**src/rtl/lptt_pkg.sv**
```systemverilog
// Shared types and constants for the load pair training table.
// Used by the front, back and core modules and the testbench; depends on nothing else.
package lptt_pkg;

	localparam int NUM_SETS    = 64;
	localparam int NUM_WAYS    = 8;
	localparam int SET_W       = $clog2(NUM_SETS);
	localparam int WAY_W       = $clog2(NUM_WAYS);
	localparam int TREE_LEVELS = (NUM_WAYS > 4) ? 3 : 2;
	localparam int TREE_LEAVES = 1 << TREE_LEVELS;
	localparam int PLRU_W      = 7;
	localparam int PC_W        = 48;
	localparam int META_W      = 15;
	localparam int CNT_W       = 32;
	localparam int CFG_W       = 16;

	typedef enum logic [1:0] {
		CFG_TRAIN_ENABLE  = 2'd0,
		CFG_INSERT_THRESH = 2'd1,
		CFG_TAG_BITS      = 2'd2,
		CFG_INDEX_BITS    = 2'd3
	} cfg_index_t;

	typedef enum logic [1:0] {
		OUT_IGNORED   = 2'd0,
		OUT_COUNTED   = 2'd1,
		OUT_REINFORCE = 2'd2,
		OUT_PROMOTE   = 2'd3
	} outcome_t;

	typedef struct packed {
		logic [47:0] first_pc;
		logic [47:0] second_pc;
		logic [63:0] first_address;
		logic [63:0] second_address;
		logic [7:0]  second_size;
		logic [7:0]  first_uop;
		logic [7:0]  second_uop;
		logic [5:0]  core_id;
		logic        retrain;
	} in_t;

	typedef struct packed {
		logic [1:0]  outcome;
		logic [47:0] pair_first_pc;
		logic [47:0] pair_second_pc;
		logic [63:0] pair_first_address;
		logic [63:0] pair_second_address;
		logic [5:0]  offset_gap;
		logic        gap_upward;
		logic [7:0]  pair_size;
		logic [7:0]  pair_first_uop;
		logic [7:0]  pair_second_uop;
		logic [5:0]  pair_core;
		logic [31:0] seen_count;
	} out_t;

	// Classified request handed from the front to the back.
	typedef struct packed {
		logic              ignore;
		logic [SET_W-1:0]  set;
		logic [PC_W-1:0]   tag1;
		logic [PC_W-1:0]   tag2;
		logic [META_W-1:0] meta;
		in_t               req;
	} cls_t;

	typedef struct packed {
		logic [PC_W-1:0]   tag1;
		logic [PC_W-1:0]   tag2;
		logic [META_W-1:0] meta;
		logic [CNT_W-1:0]  cnt;
	} entry_t;

	typedef entry_t [NUM_WAYS-1:0] row_t;

	// One set as stored in the row memory: way valid bits, PLRU tree and the ways.
	typedef struct packed {
		logic [NUM_WAYS-1:0] valid;
		logic [PLRU_W-1:0]   plru;
		row_t                ways;
	} set_row_t;

endpackage

```
**src/rtl/lptt_front.sv**
```systemverilog
// Front end: accepts load pairs, classifies them and queues the requests.
// Depends on lptt_pkg.
module lptt_front (
	input  logic                 clk,
	input  logic                 arst_n,
	input  logic                 in_valid,
	output logic                 in_stall,
	input  lptt_pkg::in_t        in_data,
	input  logic                 train_enable,
	input  logic [5:0]           tag_bits,
	input  logic [5:0]           index_bits,
	output logic                 q_valid,
	input  logic                 q_pop,
	output lptt_pkg::cls_t       q_data
);
	function automatic logic [47:0] upper_pc(logic [47:0] pc, logic [5:0] bits);
		logic [5:0] sh;
		begin
			sh = 6'd48 - bits;
			if (bits >= 6'd48) begin
				upper_pc = pc;
			end else begin
				upper_pc = pc >> sh;
			end
		end
	endfunction

	logic [5:0]  off1, off2, gap;
	logic        up;
	logic [47:0] ia, ib;
	logic [63:0] m0, m1, m2, m3;
	lptt_pkg::cls_t cls;

	always_comb begin
		off1 = in_data.first_address[5:0];
		off2 = in_data.second_address[5:0];
		up   = (off2 >= off1);
		gap  = up ? (off2 - off1) : (off1 - off2);
		ia   = upper_pc(in_data.first_pc, index_bits);
		ib   = upper_pc(in_data.second_pc, index_bits);
		m0   = {16'd0, ia} ^ ({16'd0, ib} << 17) ^ ({16'd0, ib} >> 15)
			^ ({58'd0, gap} << 6) ^ ({63'd0, up} << 12)
			^ ({56'd0, in_data.second_size} << 13);
		m1   = m0 ^ (m0 >> 32);
		m2   = m1 ^ (m1 >> 16);
		m3   = m2 ^ (m2 >> 8);
		cls.ignore = !train_enable || (in_data.first_pc == '0)
			|| (in_data.second_pc == '0) || (in_data.second_size == '0);
		cls.set  = m3[lptt_pkg::SET_W-1:0];
		cls.tag1 = upper_pc(in_data.first_pc, tag_bits);
		cls.tag2 = upper_pc(in_data.second_pc, tag_bits);
		cls.meta = {in_data.second_size, up, gap};
		cls.req  = in_data;
	end

	// Two-entry request queue.
	lptt_pkg::cls_t slot_q [2];
	logic       wr_q, rd_q;
	logic [1:0] cnt_q;
	logic       push;

	assign in_stall = (cnt_q == 2'd2);
	assign push     = in_valid && !in_stall;
	assign q_valid  = (cnt_q != 2'd0);
	assign q_data   = slot_q[rd_q];

	always_ff @(posedge clk) begin
		if (push) begin
			slot_q[wr_q] <= cls;
		end
	end

	always_ff @(posedge clk or negedge arst_n) begin
		if (!arst_n) begin
			wr_q  <= 1'b0;
			rd_q  <= 1'b0;
			cnt_q <= 2'd0;
		end else begin
			if (push) begin
				wr_q <= !wr_q;
			end
			if (q_pop) begin
				rd_q <= !rd_q;
			end
			cnt_q <= cnt_q + {1'b0, push} - {1'b0, q_pop};
		end
	end
endmodule

```
**config.mk**
```make
export PLATFORM = sky130hd
export DESIGN_NAME = lptt_front
export DESIGN_NICKNAME = d
export VERILOG_FILES = /design/src/rtl/lptt_pkg.sv /design/src/rtl/lptt_front.sv
export SDC_FILE = /design/constraint.sdc
export NUM_CORES = 1
export LEC_CHECK = 0
export BUFFER_PORTS_ARGS = -buffer_cell sky130_fd_sc_hd__buf_2
export CORE_UTILIZATION = 23
export CTS_CLUSTER_SIZE = 24
export DETAILED_ROUTE_END_ITERATION = 12
export PLACE_DENSITY = 0.5
export SLEW_MARGIN = 20
export SYNTH_ARGS = -nofsm -noshare
export SYNTH_HDL_FRONTEND = slang
export SYNTH_SLANG_ARGS = --single-unit
export TNS_END_PERCENT = 10
```
**constraint.sdc**
```tcl
create_clock -name clk -period 46.8 [get_ports clk]
set_input_delay 9.36 -clock clk [delete_from_list [all_inputs] [get_ports clk]]
set_output_delay 9.36 -clock clk [all_outputs]
set_load 0.05 [all_outputs]
```
==> impl_metrics.py, run 1 <==
metrics = {
    "layout": {
        "drive_gt1_frac": 0.4021,
        "fillers": 17562,
        "nets": 3707,
        "flow.area_growth_from_synthesis_pct": 20.41,
        "fin_cells": 5784,
    },
    "outcome": {
        "outcome": "completed",
    },
    "placement": {
        "numPlacedInstances": 5624,
        "portBuffers": 646,
        "gp_congestion": 0.9131,
        "dp_hpwl_mm": 104.6,
    },
    "timing": {
        "setup_viol": 0,
        "rsz0062_at_grt": "false",
        "fin_skew_ps": 44.16,
        "hold_slack_ps": 497.3,
        "report.final.slew_viol_count": 0,
        "fmaxAchievable_mhz": 72.74,
        "timing.final.hold_violations": 0,
        "fin_setup_tns_ps": 0,
        "worstMarginPinSlew_ps": 1102,
        "min_period_over_period": 0.2938,
        "finalCriticalPeriod_ps": 13750,
        "relSlewSlack": 0.2640,
    },
    "critical_path": {
        "reg2reg_slack_ps": 43070,
        "r2r-start": "cnt_q[1]",
        "worstSetupStartpointType": "flip-flop",
        "cpMostUsedCell": "buf_4",
        "arrival_ps": 4390,
        "crit_slowest_cell": "dfrtp_4",
        "crit_fanout": 67,
        "criticalPathCategory": "flip-flop to output port",
        "worstPathRequired_ps": 37440,
        "slowest_delay_ps": 1060,
        "path_cells": "buf_4 -> buf_4 -> mux2_2 -> buf_2",
        "startpoint": "rd_q",
        "r2r-end": "slot_q[0][155]",
        "ff2ff_path_depth": 6,
        "setup.worst_path.end_class": "output port",
    },
    "synthesis": {
        "synth_edf_count": 730,
        "yosys_warnings": 0,
        "synth_flop_cell": "edfxtp_1",
        "ys_types": 86,
        "syn_nets": 3218,
        "netlist_instances": 2929,
        "ys_seq_elements": 734,
        "synth_area_um2": 39580,
        "avgSynthCellArea_um2": 13.51,
        "synth-seq-area-share": 0.5563,
        "async_flop_share": 0.005450,
    },
    "clock_tree": {
        "clk_pin_slew_ps": 60,
        "clock_latency_ps": 730,
        "cts_buffers": 87,
        "post-cts-setup-buffers": 0,
        "cts_tree": "built",
        "root_buffer": "clkbuf_16",
        "cts_hold_buf": 0,
        "clkSinkCount": 734,
        "cts_resized": 0,
        "htreeDepth": 3,
        "cts_buffer_depth": 3,
    },
    "global_routing": {
        "grt_pass1_wl_mm": 210.1,
        "grt_pass1_vias": 27904,
        "antenna_found_initial": 30,
        "grt_max_degree": 144,
        "grt_util_all_layers": 0.1677,
        "globalRoute.totalOverflow": 0,
    },
    "power_and_ir_drop": {
        "cellPowerDensity_nw_per_um2": 63.01,
        "power_w": 0.003003,
        "irDropWorstVdd_uv": 44.44,
        "leakagePower_nw": 16.89,
    },
    "run": {
        "drv_cap": 0,
    },
    "route": {
        "via_count": 28328,
        "drc": 0,
        "viasPerCell": 4.898,
        "dr.pass1.iters": 6,
        "wl_mm": 151.1,
        "wl_per_cell_um": 26.13,
        "antenna_left": 0,
        "first_iter_violations": 2660,
    },
    "floorplan": {
        "core-area_um2": 170200,
        "num_rows": 151,
        "start_util": 0.2325,
        "die_area_um2": 173800,
        "die-width_um": 416.9,
        "io_pins": 647,
        "chipHeight_um": 416.9,
    },
    "worst_hold_path": {
        "whs_path_depth": 1,
        "hold_end": "cnt_q[1]",
        "hold_class": "flip-flop to flip-flop",
        "min-delay-start": "cnt_q[1]",
    },
}
==> cell usage after synthesis, types with 16 or more instances <==
master    count  area share
clkbuf_1    191       0.018
buf_2        36      0.0046
inv_1        23      0.0022
o21ai_0     118       0.015
a211oi_1     28      0.0053
buf_4        18      0.0034
mux2i_1     123       0.031
nand2_1     309       0.029
o211ai_1     35      0.0066
nor4_1       27      0.0043
xnor2_1      48       0.011
nor3_1       37      0.0047
edfxtp_1    730        0.55
nor3b_1      19      0.0036
mux4_2      147       0.084
nand3_1      27      0.0034
buf_1        30      0.0028
a22o_1       38      0.0084
nor2_1      127       0.012
xor2_1       33      0.0073
o22ai_1      16      0.0025
mux2_2      408        0.12
nand4_1      18      0.0028
a21oi_1     108       0.014
==> final cells by class <==
cell class | instances | area (um^2) | share of cell area
Clock buffer | 106 | 2270 | 0.04762
Antenna cell | 5 | 12.51 | 0.0002625
Multi-Input combinational cell | 1879 | 16310 | 0.3422
Sequential cell | 734 | 22020 | 0.4621
Clock inverter | 49 | 486.7 | 0.01021
Timing Repair Buffer | 691 | 3592 | 0.07536
Tap cell | 2295 | 2872 | 0.06024
Inverter | 25 | 93.84 | 0.001969
==> per-stage QoR <==
stage               setup WS [ps]  utilization  cell area [um^2]
finish                      33050       0.2800             47660
CTS                         32840       0.2799             47650
global placement            32510       0.2637             44900
floorplan                   21140            -             39580
global route                32740       0.2800             47660
detailed placement          32530       0.2637             44900
==> logic make-up after synthesis <==
kind of cell,count (synthesis),synth area share
simple gates,629,0.07140
flops,734,0.5563
fa+ha+maj,18,0.006037
mux,680,0.2315
xor+xnor,88,0.02172
compound gates,464,0.07668
buf+inv,316,0.03638
==> flip-flops by register name, summed over array words and instances, names as in the netlist <==
register  flops
cnt_q         2
rd_q          1
wr_q          1
slot_q      730
==> worst max path at each step <==
stage / to / cells past startpoint
floorplan: slot_q[0][0] / 2
global placement: slot_q[0][368] / 13
detailed placement: slot_q[0][368] / 13
CTS: q_data[211] / 4
global route: q_data[211] / 4
finish: q_data[211] / 4
==> routing by layer <==
layer,wire length (um),GRT usage,vias to the layer above
met5,92,0,-
met4,6473,0.07116,14
met3,11950,0.04094,330
met2,74580,0.2840,1353
met1,58040,0.2019,14353
li1,-,-,12278
==> where the power goes <==
part | switching [W] | internal [W] | leakage [nW]
Sequential | 0.0000389 | 0.000916 | 6.85
Combinational | 0.00103 | 0.000366 | 8.71
Clock | 0.000284 | 0.000371 | 1.33
==> worst max-delay path: cells and delay by family, from the launching register on <==
family                 cells  cell delay [ps]
buffers and inverters      3             1950
flip-flops                 1             1060
multiplexers               1              470
==> cell usage in the layout, fill, tap and decap left out, types with 35 or more instances in the layout <==
cell type	Yosys	final
a21oi_1	108	108
a22o_1	38	38
buf_2	36	644
buf_4	18	45
clkbuf_16	0	88
edfxtp_1	730	730
mux2_2	408	408
mux2i_1	123	122
mux4_2	147	147
nand2_1	309	309
nor2_1	127	126
nor3_1	37	36
o211ai_1	35	35
o21ai_0	118	118
xnor2_1	48	42
Power figures use the tool's default switching activity.
==> run 2, diff against run 1 <==
Settings changed: PLACE_DENSITY 0.5 to 0.52.
Clock period 46.8 ns to 12.07 ns, I/O delays scaled along.
==> run 2 against run 1 <==
- first-iteration DRC count grew 17%
- routed wire length grew 1.2%
- via count grew 0.39%
- clock power grew to 4.1 times the previous value
- final cell count is essentially flat
- critical path depth grew 9
- clock skew shrank 21 ps
- die area is the same
- non-clock buffer count is the same
- sequential share of layout area shrank 0.16 points
- highest routed layer unchanged
==> impl_metrics.py, run 2 (same netlist as run 1, synthesis figures left out) <==
metrics = {
    "global_routing": {
        "globalRoute.totalOverflow": 0,
        "antenna_found_initial": 30,
        "grt_pass1_vias": 27935,
        "grt_pass1_wl_mm": 211.9,
        "grt_max_degree": 143,
        "grt_util_all_layers": 0.1695,
    },
    "placement": {
        "gp_congestion": 0.8863,
        "dp_hpwl_mm": 105.1,
        "portBuffers": 646,
        "pre_cts_slack_ps": 4282,
    },
    "route": {
        "wl_mm": 152.9,
        "first_iter_violations": 3105,
        "dr.pass1.iters": 6,
        "viasPerCell": 4.916,
        "drc": 0,
        "antenna_left": 0,
        "via_count": 28439,
        "wl_per_cell_um": 26.43,
    },
    "floorplan": {
        "die_area_um2": 173800,
        "io_pins": 647,
        "num_rows": 151,
        "core-area_um2": 170200,
        "chipHeight_um": 416.9,
        "start_util": 0.2325,
        "die-width_um": 416.9,
    },
    "clock_tree": {
        "clkSinkCount": 734,
        "root_buffer": "clkbuf_16",
        "cts_buffers": 87,
        "clk_pin_slew_ps": 70,
        "cts_buffer_depth": 3,
        "cts_hold_buf": 0,
        "cts_tree": "built",
        "cts_resized": 0,
        "post-cts-setup-buffers": 0,
        "htreeDepth": 3,
        "clock_latency_ps": 710,
    },
    "layout": {
        "largest_register_ff_count": 730,
        "final_common_cell": "edfxtp_1",
        "max_flop_register": "slot_q",
        "flow.area_growth_from_synthesis_pct": 20.83,
        "final_cell_mix": "edfxtp_1, buf_2, mux2_2",
        "drive_gt1_frac": 0.4057,
        "nets": 3707,
        "reg_top3": "slot_q: 730 flops, cnt_q: 2 flops",
    },
    "critical_path": {
        "startpoint": "index_bits[0]",
        "path_cells": "buf_6 -> inv_2 -> ha_4 -> xnor2_4 -> buf_4 -> mux4_2 -> mux4_2 -> nor3_1 -> o21ai_1 -> a221oi_2 -> xor2_1 -> o21ai_1 -> xnor2_1",
        "crit_slowest_cell": "xnor2_4",
        "crit_family": "buffers and inverters",
        "setup.worst_path.end_class": "flip-flop",
        "cp_num_buf_inv": 3,
        "criticalPathCategory": "input pin to flip-flop",
        "slowest_delay_ps": 860,
        "crit_fanout": 89,
        "worstPathRequired_ps": 12580,
        "reg2reg_slack_ps": 8960,
        "r2r-end": "slot_q[1][176]",
        "arrival_ps": 7630,
        "r2r-start": "cnt_q[1]",
        "worstSetupStartpointType": "input pin",
        "ff2ff_path_depth": 4,
    },
    "timing": {
        "fin_setup_tns_ps": 0,
        "worst_slack_ps": 4943,
        "finalCriticalPeriod_ps": 7127,
        "report.final.slew_viol_count": 0,
        "hold_slack_ps": 507.5,
        "rsz0062_at_grt": "false",
        "fin_skew_ps": 23.32,
        "fmaxAchievable_mhz": 140.3,
        "relSlewSlack": 0.2753,
        "min_period_over_period": 0.5904,
        "worstMarginPinSlew_ps": 1083,
        "setup_viol": 0,
        "timing.final.hold_violations": 0,
    },
    "power_and_ir_drop": {
        "power_w": 0.01180,
        "leakagePower_nw": 16.98,
        "irDropWorstVdd_uv": 155.0,
        "cellPowerDensity_nw_per_um2": 246.8,
    },
    "worst_hold_path": {
        "min-delay-start": "cnt_q[1]",
        "whs_path_depth": 1,
        "hold_class": "flip-flop to flip-flop",
        "hold_end": "cnt_q[1]",
    },
    "outcome": {
        "outcome": "completed",
    },
    "run": {
        "drv_cap": 0,
    },
}
## run 2: routing by layer
| metal | vias to the layer above | wire (um) | global-route usage |
|---|---|---|---|
| met2 | 1379 | 74570 | 0.2836 |
| li1 | 12284 | - | - |
| met5 | - | 84 | 0 |
| met3 | 330 | 11960 | 0.03768 |
| met4 | 14 | 6087 | 0.06792 |
| met1 | 14432 | 60180 | 0.2108 |
## run 2: through the flow
stage               utilization  instance area (um^2)  std cells
finish                   0.2810                 47830       5785
global route             0.2809                 47820       5783
CTS                      0.2809                 47820       5780
detailed placement       0.2638                 44910       5624
global placement         0.2638                 44910       5624
floorplan                     -                 39590       2929
## run 2: report_power, final
group          switching, W  total (W)  internal [W]
Sequential         0.000126    0.00368       0.00355
Combinational       0.00402    0.00545       0.00143
Clock               0.00111    0.00268       0.00157
## run 2: worst max-delay path by stage
stage / slack [ps] / cells past startpoint / to
floorplan: 580 / 1 / slot_q[1][0]
global placement: 4340 / 13 / slot_q[0][368]
detailed placement: 4280 / 13 / slot_q[0][368]
CTS: 5070 / 13 / slot_q[0][368]
global route: 4710 / 13 / slot_q[1][368]
finish: 4940 / 13 / slot_q[0][368]
## run 2: final cells by class
type,count,area [um^2]
Multi-Input combinational cell,1879,16300
Fill cell,17542,122400
Antenna cell,5,12.51
Tap cell,2295,2872
Sequential cell,734,22020
Clock buffer,104,2262
Clock inverter,52,646.9
Inverter,25,93.84
Timing Repair Buffer,691,3617
